**config.mk**
```make
export PLATFORM = sky130hd
export DESIGN_NAME = temp_hysteresis_clock_trim
export DESIGN_NICKNAME = d
export VERILOG_FILES = /design/src/design/thct_pkg.sv /design/src/design/thct_cfg.sv /design/src/design/thct_front.sv /design/src/design/thct_queue.sv /design/src/design/thct_back.sv /design/src/design/temp_hysteresis_clock_trim.sv
export SDC_FILE = /design/constraint.sdc
export NUM_CORES = 1
export LEC_CHECK = 0
export ABC_AREA = 1
export BUFFER_PORTS_ARGS = -buffer_cell sky130_fd_sc_hd__buf_4
export CAP_MARGIN = 20
export CORE_UTILIZATION = 55
export DETAILED_ROUTE_END_ITERATION = 10
export PLACE_DENSITY = 0.84
export SLEW_MARGIN = 20
export SYNTH_ARGS = -nofsm -noshare
export SYNTH_HDL_FRONTEND = slang
export SYNTH_SLANG_ARGS = --single-unit
```
**constraint.sdc**
```tcl
create_clock -name clk -period 5.46 [get_ports clk]
set_input_delay 0 -clock clk [delete_from_list [all_inputs] [get_ports clk]]
set_output_delay 0 -clock clk [all_outputs]
set_load 0.02 [all_outputs]
```
**src/design/thct_pkg.sv**
```systemverilog
// ----------------------------------------------------------------------------
// thct_pkg
// Shared types, constants and register codes for the temperature-driven
// oscillator trim with three-band hysteresis.
// ----------------------------------------------------------------------------
package thct_pkg;

    localparam int AVG_COUNT = 3;
    localparam int SAMPLE_W  = 12;
    localparam int SUM_W     = $clog2(((1 << SAMPLE_W) - 1) * AVG_COUNT + 1);
    localparam int CNT_W     = $clog2(AVG_COUNT + 1);

    localparam int DIV_SHIFT = SUM_W + 3;
    localparam int RECIP_W   = DIV_SHIFT + 1;
    localparam int RECIP     = ((1 << DIV_SHIFT) + AVG_COUNT - 1) / AVG_COUNT;
    localparam int PROD_W    = SUM_W + RECIP_W;

    localparam int GRAD_W     = 16;
    localparam int GRAD_RECIP = 10452;
    localparam int FRAC_W     = 16;
    localparam int ROUND_BIAS = (1 << FRAC_W) - 1;
    localparam int DIFF_W     = SAMPLE_W + 1;
    localparam int TPROD_W    = DIFF_W + GRAD_W;
    localparam int TEMP_W     = 12;
    localparam int TEMP_OUT_W = 11;

    localparam int TUNE_W    = 8;
    localparam int THR_W     = 8;
    localparam int TRIM_STEP = 10;
    localparam int TUNE_MAX  = (1 << TUNE_W) - 1;

    localparam int Q_DEPTH  = 4;
    localparam int QPTR_W   = $clog2(Q_DEPTH);
    localparam int OQ_DEPTH = 4;
    localparam int OQPTR_W  = $clog2(OQ_DEPTH);

    localparam int CFG_IDX_W  = 3;
    localparam int CFG_DATA_W = 12;

    localparam logic [CFG_IDX_W-1:0] REG_BASE_TUNING = 3'd0;
    localparam logic [CFG_IDX_W-1:0] REG_HOT_ENTER   = 3'd1;
    localparam logic [CFG_IDX_W-1:0] REG_HOT_EXIT    = 3'd2;
    localparam logic [CFG_IDX_W-1:0] REG_COLD_ENTER  = 3'd3;
    localparam logic [CFG_IDX_W-1:0] REG_COLD_EXIT   = 3'd4;
    localparam logic [CFG_IDX_W-1:0] REG_CAL_TEMP    = 3'd5;
    localparam logic [CFG_IDX_W-1:0] REG_CAL_ADC     = 3'd6;

    localparam logic [1:0] BAND_NORMAL = 2'd0;
    localparam logic [1:0] BAND_HOT    = 2'd1;
    localparam logic [1:0] BAND_COLD   = 2'd2;

    typedef struct packed {
        logic [TUNE_W-1:0]        base_tuning;
        logic signed [THR_W-1:0]  hot_enter;
        logic signed [THR_W-1:0]  hot_exit;
        logic signed [THR_W-1:0]  cold_enter;
        logic signed [THR_W-1:0]  cold_exit;
        logic [TUNE_W-1:0]        cal_temp;
        logic [SAMPLE_W-1:0]      cal_adc;
    } cfg_t;

    typedef struct packed {
        logic signed [TEMP_OUT_W-1:0] temperature;
        logic [1:0]                   band;
        logic [TUNE_W-1:0]            tuning_word;
        logic                         band_changed;
    } result_t;

endpackage

```
**src/design/thct_cfg.sv**
```systemverilog
// ----------------------------------------------------------------------------
// thct_cfg
// Configuration register file; writes to an unused index are dropped.
// ----------------------------------------------------------------------------
module thct_cfg (
    input  logic                               clk,
    input  logic                               rst_n,
    input  logic                               cfg_valid,
    output logic                               cfg_ready,
    input  logic [thct_pkg::CFG_IDX_W-1:0]     cfg_index,
    input  logic [thct_pkg::CFG_DATA_W-1:0]    cfg_data,
    output thct_pkg::cfg_t                     cfg
);
    import thct_pkg::*;

    cfg_t cfg_reg;
    cfg_t cfg_next;

    assign cfg_ready = 1'b1;
    assign cfg       = cfg_reg;

    always_comb
    begin
        cfg_next = cfg_reg;
        if (cfg_valid)
        begin
            unique case (cfg_index)
                REG_BASE_TUNING: cfg_next.base_tuning = cfg_data[TUNE_W-1:0];
                REG_HOT_ENTER:   cfg_next.hot_enter   = $signed(cfg_data[THR_W-1:0]);
                REG_HOT_EXIT:    cfg_next.hot_exit    = $signed(cfg_data[THR_W-1:0]);
                REG_COLD_ENTER:  cfg_next.cold_enter  = $signed(cfg_data[THR_W-1:0]);
                REG_COLD_EXIT:   cfg_next.cold_exit   = $signed(cfg_data[THR_W-1:0]);
                REG_CAL_TEMP:    cfg_next.cal_temp    = cfg_data[TUNE_W-1:0];
                REG_CAL_ADC:     cfg_next.cal_adc     = cfg_data[SAMPLE_W-1:0];
                default:         cfg_next = cfg_reg;
            endcase
        end
    end

    always_ff @(posedge clk or negedge rst_n)
    begin
        if (!rst_n)
        begin
            cfg_reg.base_tuning <= 8'd128;
            cfg_reg.hot_enter   <= 8'sd40;
            cfg_reg.hot_exit    <= 8'sd35;
            cfg_reg.cold_enter  <= 8'sd0;
            cfg_reg.cold_exit   <= 8'sd5;
            cfg_reg.cal_temp    <= 8'd25;
            cfg_reg.cal_adc     <= 12'd2048;
        end
        else
        begin
            cfg_reg <= cfg_next;
        end
    end

endmodule

```
**src/design/thct_front.sv**
```systemverilog
// ----------------------------------------------------------------------------
// thct_front
// Sample accumulator: sums samples in groups and hands each finished group
// sum to the queue.
// ----------------------------------------------------------------------------
module thct_front (
    input  logic                             clk,
    input  logic                             rst_n,
    input  logic                             push,
    output logic                             full,
    input  logic [thct_pkg::SAMPLE_W-1:0]    sensor_sample,
    input  logic                             q_full,
    output logic                             q_push,
    output logic [thct_pkg::SUM_W-1:0]       q_data
);
    import thct_pkg::*;

    logic [SUM_W-1:0] sum_reg;
    logic [SUM_W-1:0] sum_next;
    logic [CNT_W-1:0] count_reg;
    logic [CNT_W-1:0] count_next;
    logic             accept;
    logic             last;
    logic [SUM_W-1:0] total;

    assign full   = q_full;
    assign accept = push && !q_full;
    assign last   = (count_reg == CNT_W'(AVG_COUNT - 1));
    assign total  = sum_reg + SUM_W'(sensor_sample);
    assign q_push = accept && last;
    assign q_data = total;

    always_comb
    begin
        sum_next   = sum_reg;
        count_next = count_reg;
        if (accept)
        begin
            if (last)
            begin
                sum_next   = '0;
                count_next = '0;
            end
            else
            begin
                sum_next   = total;
                count_next = count_reg + CNT_W'(1);
            end
        end
    end

    always_ff @(posedge clk or negedge rst_n)
    begin
        if (!rst_n)
        begin
            sum_reg   <= '0;
            count_reg <= '0;
        end
        else
        begin
            sum_reg   <= sum_next;
            count_reg <= count_next;
        end
    end

endmodule

```
**src/design/thct_queue.sv**
```systemverilog
// ----------------------------------------------------------------------------
// thct_queue
// Short queue of group sums between the accumulator and the arithmetic
// pipeline.
// ----------------------------------------------------------------------------
module thct_queue (
    input  logic                         clk,
    input  logic                         rst_n,
    input  logic                         q_push,
    input  logic [thct_pkg::SUM_W-1:0]   q_data,
    output logic                         q_full,
    input  logic                         q_pop,
    output logic [thct_pkg::SUM_W-1:0]   q_head,
    output logic                         q_empty
);
    import thct_pkg::*;

    logic [SUM_W-1:0]  mem_reg [Q_DEPTH];
    logic [QPTR_W-1:0] wr_ptr_reg;
    logic [QPTR_W-1:0] rd_ptr_reg;
    logic [QPTR_W:0]   count_reg;
    logic [QPTR_W:0]   count_next;
    logic              do_push;
    logic              do_pop;

    assign q_full  = (count_reg == (QPTR_W + 1)'(Q_DEPTH));
    assign q_empty = (count_reg == '0);
    assign q_head  = mem_reg[rd_ptr_reg];
    assign do_push = q_push && !q_full;
    assign do_pop  = q_pop && !q_empty;

    always_comb
    begin
        count_next = count_reg;
        if (do_push && !do_pop)
        begin
            count_next = count_reg + (QPTR_W + 1)'(1);
        end
        else if (do_pop && !do_push)
        begin
            count_next = count_reg - (QPTR_W + 1)'(1);
        end
    end

    always_ff @(posedge clk)
    begin
        if (do_push)
        begin
            mem_reg[wr_ptr_reg] <= q_data;
        end
    end

    always_ff @(posedge clk or negedge rst_n)
    begin
        if (!rst_n)
        begin
            wr_ptr_reg <= '0;
            rd_ptr_reg <= '0;
            count_reg  <= '0;
        end
        else
        begin
            if (do_push)
            begin
                wr_ptr_reg <= wr_ptr_reg + QPTR_W'(1);
            end
            if (do_pop)
            begin
                rd_ptr_reg <= rd_ptr_reg + QPTR_W'(1);
            end
            count_reg <= count_next;
        end
    end

endmodule

```
**src/design/thct_back.sv**
```systemverilog
// ----------------------------------------------------------------------------
// thct_back
// Arithmetic pipeline: group average, temperature conversion, hysteresis
// band machine and result queue.
// ----------------------------------------------------------------------------
module thct_back (
    input  logic                                clk,
    input  logic                                rst_n,
    input  thct_pkg::cfg_t                      cfg,
    input  logic [thct_pkg::SUM_W-1:0]          q_head,
    input  logic                                q_empty,
    output logic                                q_pop,
    input  logic                                pop,
    output logic                                empty,
    output logic signed [thct_pkg::TEMP_OUT_W-1:0] temperature,
    output logic [1:0]                          band,
    output logic [thct_pkg::TUNE_W-1:0]         tuning_word,
    output logic                                band_changed
);
    import thct_pkg::*;

    // Pipeline advances whenever the result queue has room.
    logic advance;

    logic                       v1_reg;
    logic [PROD_W-1:0]          prod1_reg;
    logic                       v2_reg;
    logic signed [TPROD_W-1:0]  tprod2_reg;
    logic                       v3_reg;
    logic signed [TEMP_W-1:0]   temp3_reg;

    logic [SAMPLE_W-1:0]        avg;
    logic signed [DIFF_W-1:0]   diff;
    logic signed [TPROD_W-1:0]  tprod;
    logic signed [TPROD_W-1:0]  biased;
    logic signed [TPROD_W-1:0]  shifted;
    logic signed [TEMP_W-1:0]   temp;

    logic [1:0]                 band_reg;
    logic [1:0]                 band_next;
    logic signed [TEMP_W-1:0]   hot_enter_x;
    logic signed [TEMP_W-1:0]   hot_exit_x;
    logic signed [TEMP_W-1:0]   cold_enter_x;
    logic signed [TEMP_W-1:0]   cold_exit_x;
    logic [TUNE_W-1:0]          tune;
    result_t                    result;

    result_t                    oq_reg [OQ_DEPTH];
    logic [OQPTR_W-1:0]         oq_wr_reg;
    logic [OQPTR_W-1:0]         oq_rd_reg;
    logic [OQPTR_W:0]           oq_count_reg;
    logic [OQPTR_W:0]           oq_count_next;
    logic                       oq_full;
    logic                       oq_write;
    logic                       oq_read;

    assign oq_full  = (oq_count_reg == (OQPTR_W + 1)'(OQ_DEPTH));
    assign empty    = (oq_count_reg == '0);
    assign advance  = !oq_full;
    assign q_pop    = advance && !q_empty;
    assign oq_write = advance && v3_reg;
    assign oq_read  = pop && !empty;

    assign avg   = prod1_reg[DIV_SHIFT +: SAMPLE_W];
    assign diff  = $signed({1'b0, cfg.cal_adc}) - $signed({1'b0, avg});
    assign tprod = diff * $signed(GRAD_W'(GRAD_RECIP));

    // Arithmetic shift rounds down, so negative values get a bias first.
    assign biased  = tprod2_reg + (tprod2_reg[TPROD_W-1]
                     ? $signed(TPROD_W'(ROUND_BIAS)) : $signed(TPROD_W'(0)));
    assign shifted = biased >>> FRAC_W;
    assign temp    = $signed({{(TEMP_W - TUNE_W){1'b0}}, cfg.cal_temp})
                     + shifted[TEMP_W-1:0];

    assign hot_enter_x  = TEMP_W'(cfg.hot_enter);
    assign hot_exit_x   = TEMP_W'(cfg.hot_exit);
    assign cold_enter_x = TEMP_W'(cfg.cold_enter);
    assign cold_exit_x  = TEMP_W'(cfg.cold_exit);

    always_comb
    begin
        band_next = band_reg;
        unique case (band_reg)
            BAND_NORMAL:
            begin
                if (temp3_reg < cold_enter_x)
                begin
                    band_next = BAND_COLD;
                end
                else if (temp3_reg > hot_enter_x)
                begin
                    band_next = BAND_HOT;
                end
            end
            BAND_HOT:
            begin
                if (temp3_reg < hot_exit_x)
                begin
                    band_next = BAND_NORMAL;
                end
            end
            default:
            begin
                if (temp3_reg > cold_exit_x)
                begin
                    band_next = BAND_NORMAL;
                end
            end
        endcase
    end

    always_comb
    begin
        case (band_next)
            BAND_HOT:
            begin
                tune = (cfg.base_tuning < TUNE_W'(TRIM_STEP))
                       ? '0 : cfg.base_tuning - TUNE_W'(TRIM_STEP);
            end
            BAND_COLD:
            begin
                tune = (cfg.base_tuning > TUNE_W'(TUNE_MAX - TRIM_STEP))
                       ? TUNE_W'(TUNE_MAX) : cfg.base_tuning + TUNE_W'(TRIM_STEP);
            end
            default:
            begin
                tune = cfg.base_tuning;
            end
        endcase
    end

    assign result.temperature  = temp3_reg[TEMP_OUT_W-1:0];
    assign result.band         = band_next;
    assign result.tuning_word  = tune;
    assign result.band_changed = (band_next != band_reg);

    always_comb
    begin
        oq_count_next = oq_count_reg;
        if (oq_write && !oq_read)
        begin
            oq_count_next = oq_count_reg + (OQPTR_W + 1)'(1);
        end
        else if (oq_read && !oq_write)
        begin
            oq_count_next = oq_count_reg - (OQPTR_W + 1)'(1);
        end
    end

    assign temperature  = oq_reg[oq_rd_reg].temperature;
    assign band         = oq_reg[oq_rd_reg].band;
    assign tuning_word  = oq_reg[oq_rd_reg].tuning_word;
    assign band_changed = oq_reg[oq_rd_reg].band_changed;

    always_ff @(posedge clk)
    begin
        if (advance)
        begin
            prod1_reg  <= PROD_W'(q_head) * PROD_W'(RECIP);
            tprod2_reg <= tprod;
            temp3_reg  <= temp;
        end
        if (oq_write)
        begin
            oq_reg[oq_wr_reg] <= result;
        end
    end

    always_ff @(posedge clk or negedge rst_n)
    begin
        if (!rst_n)
        begin
            v1_reg       <= 1'b0;
            v2_reg       <= 1'b0;
            v3_reg       <= 1'b0;
            band_reg     <= BAND_NORMAL;
            oq_wr_reg    <= '0;
            oq_rd_reg    <= '0;
            oq_count_reg <= '0;
        end
        else
        begin
            if (advance)
            begin
                v1_reg <= !q_empty;
                v2_reg <= v1_reg;
                v3_reg <= v2_reg;
            end
            if (oq_write)
            begin
                band_reg  <= band_next;
                oq_wr_reg <= oq_wr_reg + OQPTR_W'(1);
            end
            if (oq_read)
            begin
                oq_rd_reg <= oq_rd_reg + OQPTR_W'(1);
            end
            oq_count_reg <= oq_count_next;
        end
    end

endmodule

```
**src/design/temp_hysteresis_clock_trim.sv**
```systemverilog
// ----------------------------------------------------------------------------
// temp_hysteresis_clock_trim
// Accepts one sample per cycle while the group queue is not full; every third
// sample completes a group. A group's sum is queued, then registered by the
// divide, convert and band pipeline stages and written into the result queue.
// One result per group, up to one per cycle, while the result queue drains.
// Reset is asynchronous: registers return to defaults, queues empty, band normal.
// ----------------------------------------------------------------------------
module temp_hysteresis_clock_trim (
    input  logic                                clk,
    input  logic                                rst_n,
    input  logic                                push,
    output logic                                full,
    input  logic [thct_pkg::SAMPLE_W-1:0]       sensor_sample,
    input  logic                                pop,
    output logic                                empty,
    output logic signed [thct_pkg::TEMP_OUT_W-1:0] temperature,
    output logic [1:0]                          band,
    output logic [thct_pkg::TUNE_W-1:0]         tuning_word,
    output logic                                band_changed,
    input  logic                                cfg_valid,
    output logic                                cfg_ready,
    input  logic [thct_pkg::CFG_IDX_W-1:0]      cfg_index,
    input  logic [thct_pkg::CFG_DATA_W-1:0]     cfg_data
);
    import thct_pkg::*;

    cfg_t             cfg;
    logic             q_push;
    logic [SUM_W-1:0] q_data;
    logic             q_full;
    logic             q_pop;
    logic [SUM_W-1:0] q_head;
    logic             q_empty;

    thct_cfg u_cfg (
        .clk       (clk),
        .rst_n     (rst_n),
        .cfg_valid (cfg_valid),
        .cfg_ready (cfg_ready),
        .cfg_index (cfg_index),
        .cfg_data  (cfg_data),
        .cfg       (cfg)
    );

    thct_front u_front (
        .clk           (clk),
        .rst_n         (rst_n),
        .push          (push),
        .full          (full),
        .sensor_sample (sensor_sample),
        .q_full        (q_full),
        .q_push        (q_push),
        .q_data        (q_data)
    );

    thct_queue u_queue (
        .clk     (clk),
        .rst_n   (rst_n),
        .q_push  (q_push),
        .q_data  (q_data),
        .q_full  (q_full),
        .q_pop   (q_pop),
        .q_head  (q_head),
        .q_empty (q_empty)
    );

    thct_back u_back (
        .clk          (clk),
        .rst_n        (rst_n),
        .cfg          (cfg),
        .q_head       (q_head),
        .q_empty      (q_empty),
        .q_pop        (q_pop),
        .pop          (pop),
        .empty        (empty),
        .temperature  (temperature),
        .band         (band),
        .tuning_word  (tuning_word),
        .band_changed (band_changed)
    );

    // A finished group must never meet a full queue.
    a_no_push_when_full: assert property (@(posedge clk) disable iff (!rst_n)
        !(q_push && q_full))
        else $error("group sum pushed into a full queue");

    // The pipeline only takes sums that are present.
    a_no_pop_when_empty: assert property (@(posedge clk) disable iff (!rst_n)
        !(q_pop && q_empty))
        else $error("pipeline popped an empty queue");

    // A pushed group leaves the queue non-empty on the next cycle.
    a_push_lands: assert property (@(posedge clk) disable iff (!rst_n)
        q_push && !q_full |=> !q_empty)
        else $error("pushed group sum lost");

endmodule

```
==> After elaboration in Yosys (flattened, before gate mapping) <==
Memory sizes are Yosys's and may differ from the RTL's.
Cells that the tools add are included.
{ "totals": {"register_bits": 162, "ram_bits": 144, "inputBits": 32, "n_memories": 2} }
{ "mem_list": {"columns": ["name", "depth", "width", "rd", "rd_ports_with_merged_regs", "wr", "line", "text"], "rows": [
  ["u_back.oq_reg", 4, 22, 1, 0, 1, "thct_back.sv:48", "result_t oq_reg [OQ_DEPTH];"],
  ["u_queue.mem_reg", 4, 14, 1, 0, 1, "thct_queue.sv:18", "logic [SUM_W-1:0] mem_reg [Q_DEPTH];"]
]} }
{ "classes": {"n_addsub": 15, "mul": 2, "n_lt_le_gt_ge": 6, "eq_ne": 13, "mux": 19, "n_reduce_logical": 32} }
{ "ops": {"columns": ["operator", "n"], "rows": [
  ["multiplier 14 x 16 -> 29 bit, second input constant", 1],
  ["adder 28 x 17 -> 28 bit", 1],
  ["multiplier 13 x 13 -> 26 bit, second input constant", 1],
  ["> comparator 12 x 8 -> 1 bit", 2],
  ["less-than comparator 12 x 8 -> 1 bit", 2],
  ["2-to-1 mux 16 bit", 1],
  ["2-to-1 mux 8 bit", 2],
  ["case mux 8 bit (2 select lines)", 1],
  ["== test 3 bit, second input constant", 5],
  ["adder 14 x 12 -> 14 bit", 1],
  ["2-to-1 mux 14 bit", 1],
  ["AND reduction 2 bit", 7],
  ["subtractor 12 x 12 -> 13 bit", 1],
  ["adder 8 x 12 -> 12 bit", 1],
  ["2-to-1 mux 3 bit", 4],
  ["logical AND 1 bit", 11],
  ["adder 2 x 1 -> 2 bit, second input constant", 5],
  ["2-to-1 mux 2 bit", 5],
  ["zero test 3 bit", 3],
  ["adder 8 x 4 -> 8 bit, second input constant", 1],
  ["> comparator 8 bit, second input constant", 1],
  ["zero test 1 bit", 8],
  ["less-than comparator 8 x 4 -> 1 bit, second input constant", 1],
  ["subtractor 8 x 4 -> 8 bit, second input constant", 1],
  ["11 further kinds", 20]
]} }

==> Depth between registers and ports, before layout <==
{ "depth": {"word_depth": 9, "ltp_mapped": 31} }

==> By module <==
A second synthesis with hierarchy kept.
{ "unflattened": {"hier_cells": 2367, "hier_area_um2": 21763.4} }
{ "by_module_without_submodules": {"columns": ["module", "n_inst", "cells_per_inst", "area_each_um2"], "rows": [
  ["thct_back", 1, 1643, 15088.2],
  ["thct_queue", 1, 225, 2782.7],
  ["thct_cfg", 1, 273, 2411.1],
  ["thct_front", 1, 226, 1481.4]
]} }

==> Worst setup path after synthesis <==
Ideal clock, no wire load.
{ "synth_timing": {"path_kind": "reg2reg", "from": "reg u_queue.rd_ptr_reg[0]", "to": "reg u_back.prod1_reg[26], data pin", "setup_ps": 252, "arrival_time_ps": 5457, "required_time_ps": 5208, "slack_ps": -249, "stages_incl_launch_ff": 28, "path_cell_list": "dfrtp_1 > inv_1 > buf_6 > clkbuf_1 > nor2_1 > o22ai_1 > ha_1 > inv_1 > fa_1 > inv_1 > fa_1 > inv_1 > fa_1 > inv_1 > fa_1 > inv_1 > fa_1 > inv_1 > ha_1 > a21o_1 > a21oi_1 > o21ai_0 > a21oi_1 > o21ai_2 > nand2_1 > nand2_1 > nand2_1 > nand2_1"} }
{ "synth_between": {"elab_chain_cells": 2} }
{ "synth_lines": {"columns": ["element", "line", "text"], "rows": [
  ["start: declaration", "thct_queue.sv:20", "logic [QPTR_W-1:0] rd_ptr_reg;"],
  ["start signal: assignment", "thct_queue.sv:69", "rd_ptr_reg <= rd_ptr_reg + QPTR_W'(1);"],
  ["memory read (4 x 14 bit)", null, null],
  ["multiplier 14 x 16 -> 29 bit", "thct_back.sv:159", "prod1_reg <= PROD_W'(q_head) * PROD_W'(RECIP);"],
  ["end signal: assignment", "thct_back.sv:159", null],
  ["end: declaration", "thct_back.sv:26", "logic [PROD_W-1:0] prod1_reg;"]
]} }
Every way passes these cells.
A chain may end at the register's enable or synchronous reset.

==> Worst setup path after layout <==
{ "layout_timing": {"from": "reg u_queue.rd_ptr_reg[0]", "to": "reg u_back.prod1_reg[22], data pin"} }
Same word-level chain as after synthesis.

==> qor.txt <==
Num CTS Buffers - 31
ys async rst share - 32.9%
Root Buffer - clkbuf_16
Cells after Synth - 2218
CP Capture Type - register
crit start category - register
wirelength, routed - 52300 µm
Post-Route Setup TNS - -1.52 ns
clock buffer depth - 3
Tmin final - 5.71 ns
initial antenna violation count - 0
simple-gate share of the synthesized area - 11.8%
Tightest Pin Transition - 0.893 ns
Compound-Gate Fraction of Synth Area - 10.9%
max_cap viols - 0
CP Capture Point - u_back.prod1_reg[22]$_DFFE_PN_
pin count of the biggest net entering global routing - 71
vias in the first global route - 16538
Die Ht - 198 µm
RSZ-0062 raised after global routing - yes
R2R Path End - u_back.prod1_reg[22]$_DFFE_PN_
port bufs - 55
Arr. time, crit path - 6.04 ns
Synth area leader - edfxtp_1
Vias/cell - 5.56
core footprint - 0.0377 mm²
count leader, synth - inv_1
sequential share of the synthesized area - 39.1%
initial drt markers - 1088
main area contributors after synthesis - edfxtp_1, ha_1, dfrtp_1
synthesized-area fraction occupied by adder cells - 26.1%
Yosys reg bits - 289
Final setup viols - 12
die area - 0.0390 mm²
Max FO, Critical Path - 5
number of synthesized flops with an enable pin - 194
CP Launch Point - u_queue.rd_ptr_reg[0]$_DFFE_PN0P_
Post-Syn Area - 0.0210 mm²
mux cell area share after synthesis - 0.416%
layout cells sized above 1 - 19.4%
Synth top area share - 27.7%
nets - 2846
global-route wire length before repair - 78900 µm
Synth cell types - 56
# IOs - 57
router iterations before antenna repair - 6
number of flip-flops under the largest register name - 88
largest family of logic cells by synthesized area - adder cells
Max-slew headroom - 40.5%
Setup CP Type - register to register
RePlAce Congestion - 0.895
Ys Warns - 0
global route overflow - 0
Top FF cell, synth - edfxtp_1
worst-skew pair later-pin latency - 0.58 ns
fmax - 0.175 GHz
Synth top cells by count - inv_1, nand2_1, ha_1
Final HPWL DP - 35500 µm
CTS clk-pin slew, worst paths - 0.07 ns
Antenna diodes - 0
post-route setup slack - -0.252 ns
DRC viols - 0
average cell area after synthesis - 9.48 µm²
worst-case clock skew - 0.0228 ns
Worst Path Required - 5.79 ns
CTS H-tree depth - 1
Routed Antenna Nets - 0
dpl ws - -0.256 ns
Fin. Hold Viols - 0
routed length per instance - 17.6 µm
CTS sink cnt - 289
FP Rows - 71
Area growth, synth to finish - 21.3%
failing checks - negative setup slack
gr usage total - 25.3%
syn_nets - 2629
Initial Util - 55.8%
vias post-DR - 16526
outcome - finished, violations left
Synth Area in XOR/XNOR - 3.54%
FF-to-FF setup slack - -0.25 ns
R2R depth - 21
CTS tree - yes
max-slew violation count - 0
fin crit share - 105%
Die Span X - 198 µm
Reg2Reg Launch Point - u_queue.rd_ptr_reg[0]$_DFFE_PN0P_
Worst Hold Class - input port to register
-- worst max-delay path: stages, from the launching register on --
cell	delay, ns
dfrtp_1	0.42
buf_6	0.16
clkbuf_16	0.17
o21ai_4	0.18
o22ai_2	0.11
buf_4	0.16
ha_2	0.18
fa_1	0.55
inv_2	0.07
fa_1	0.50
inv_2	0.05
fa_1	0.60
fa_1	0.49
fa_2	0.61
ha_4	0.23
a21oi_4	0.17
o21a_1	0.18
o221ai_2	0.14
a21oi_2	0.14
o21ai_2	0.09
buf_4	0.14
xor2_1	0.13
-- repair_timing --
item,CTS,global route
hold buffers,21,0
resized for setup,81,146
setup endpoints to repair,20,25
endpoints found under the hold margin,101,0
cloned,3,1
buffers inserted,24,12
pin swaps,47,105
-- cell families after synthesis --
family	after synthesis
DFF	289
muxes	8
other	1
adders and majority gates	379
and+or+nand+nor	592
AOI/OAI and AO/OA	408
buffers and inverters	456
xor gates and xnor gates	85
-- final cells by class --
cell class                      instances  area [µm²]
Tap cell                              511         639
Sequential cell                       289        8220
Clock buffer                           34         797
Clock inverter                         23         231
Inverter                              422        1590
Multi-Input combinational cell       1473       12200
Fill cell                            2585       12200
Timing Repair Buffer                  218        1870
-- routing by layer --
| metal | GRT usage [%] | vias to the layer above | routed length (µm) |
|---|---|---|---|
| met1 | 29.6 | 7993 | 20200 |
| met2 | 47.1 | 564 | 27400 |
| met5 | 0 | - | 0 |
| met3 | 3.19 | 151 | 2730 |
| li1 | - | 7818 | - |
| met4 | 9.27 | 0 | 1970 |
-- worst min-delay path by stage --
stage	startpoint	endpoint	slack, ns	cells past startpoint
2_1_floorplan	rst_n	u_back.band_reg[0]$_DFFE_PN0P_	-0.30	0
3_3_place_gp	rst_n	u_front.sum_reg[6]$_DFFE_PN0P_	-0.07	1
3_5_place_dp	rst_n	u_front.sum_reg[11]$_DFFE_PN0P_	-0.06	1
4_1_cts	sensor_sample[6]	u_queue.mem_reg[0][6]$_DFFE_PP_	0.03	3
5_1_grt	sensor_sample[9]	u_queue.mem_reg[0][9]$_DFFE_PP_	0.07	3
6_report	sensor_sample[9]	u_queue.mem_reg[1][9]$_DFFE_PP_	0.05	3
-- cell usage in the layout (no fill, tap or decap), drive strengths merged, types with 9 or more instances in the layout --
master       instances
a22o                 9
nand2              319
o22ai               33
dlygate4sd3         20
nor3                24
clkbuf              35
edfxtp             194
buf                196
ha                 280
inv                425
nand3               72
o21a                11
o21ai              180
nor2               150
a21oi              133
clkinv              14
dfrtp               83
xor2                58
fa                  99
dfstp               12
a21o                11
nand4               20
xnor2               27
-- per-stage QoR --
| step | utilization [%] | hold slack [ns] | area [µm²] | instances |
|---|---|---|---|---|
| 5_1_grt | 67.7 | 0.0730 | 25500 | 2970 |
| 2_1_floorplan | - | -0.296 | 21100 | 2218 |
| 6_report | 67.7 | 0.0530 | 25500 | 2970 |
| 3_5_place_dp | 60.5 | -0.0619 | 22800 | 2853 |
| 3_3_place_gp | 60.5 | -0.0667 | 22800 | 2853 |
| 4_1_cts | 65.5 | 0.0300 | 24700 | 2957 |
Power is left out: the tool's default activity adds up to more than one toggle a clock period on the data nets, which glitch-free logic cannot reach.
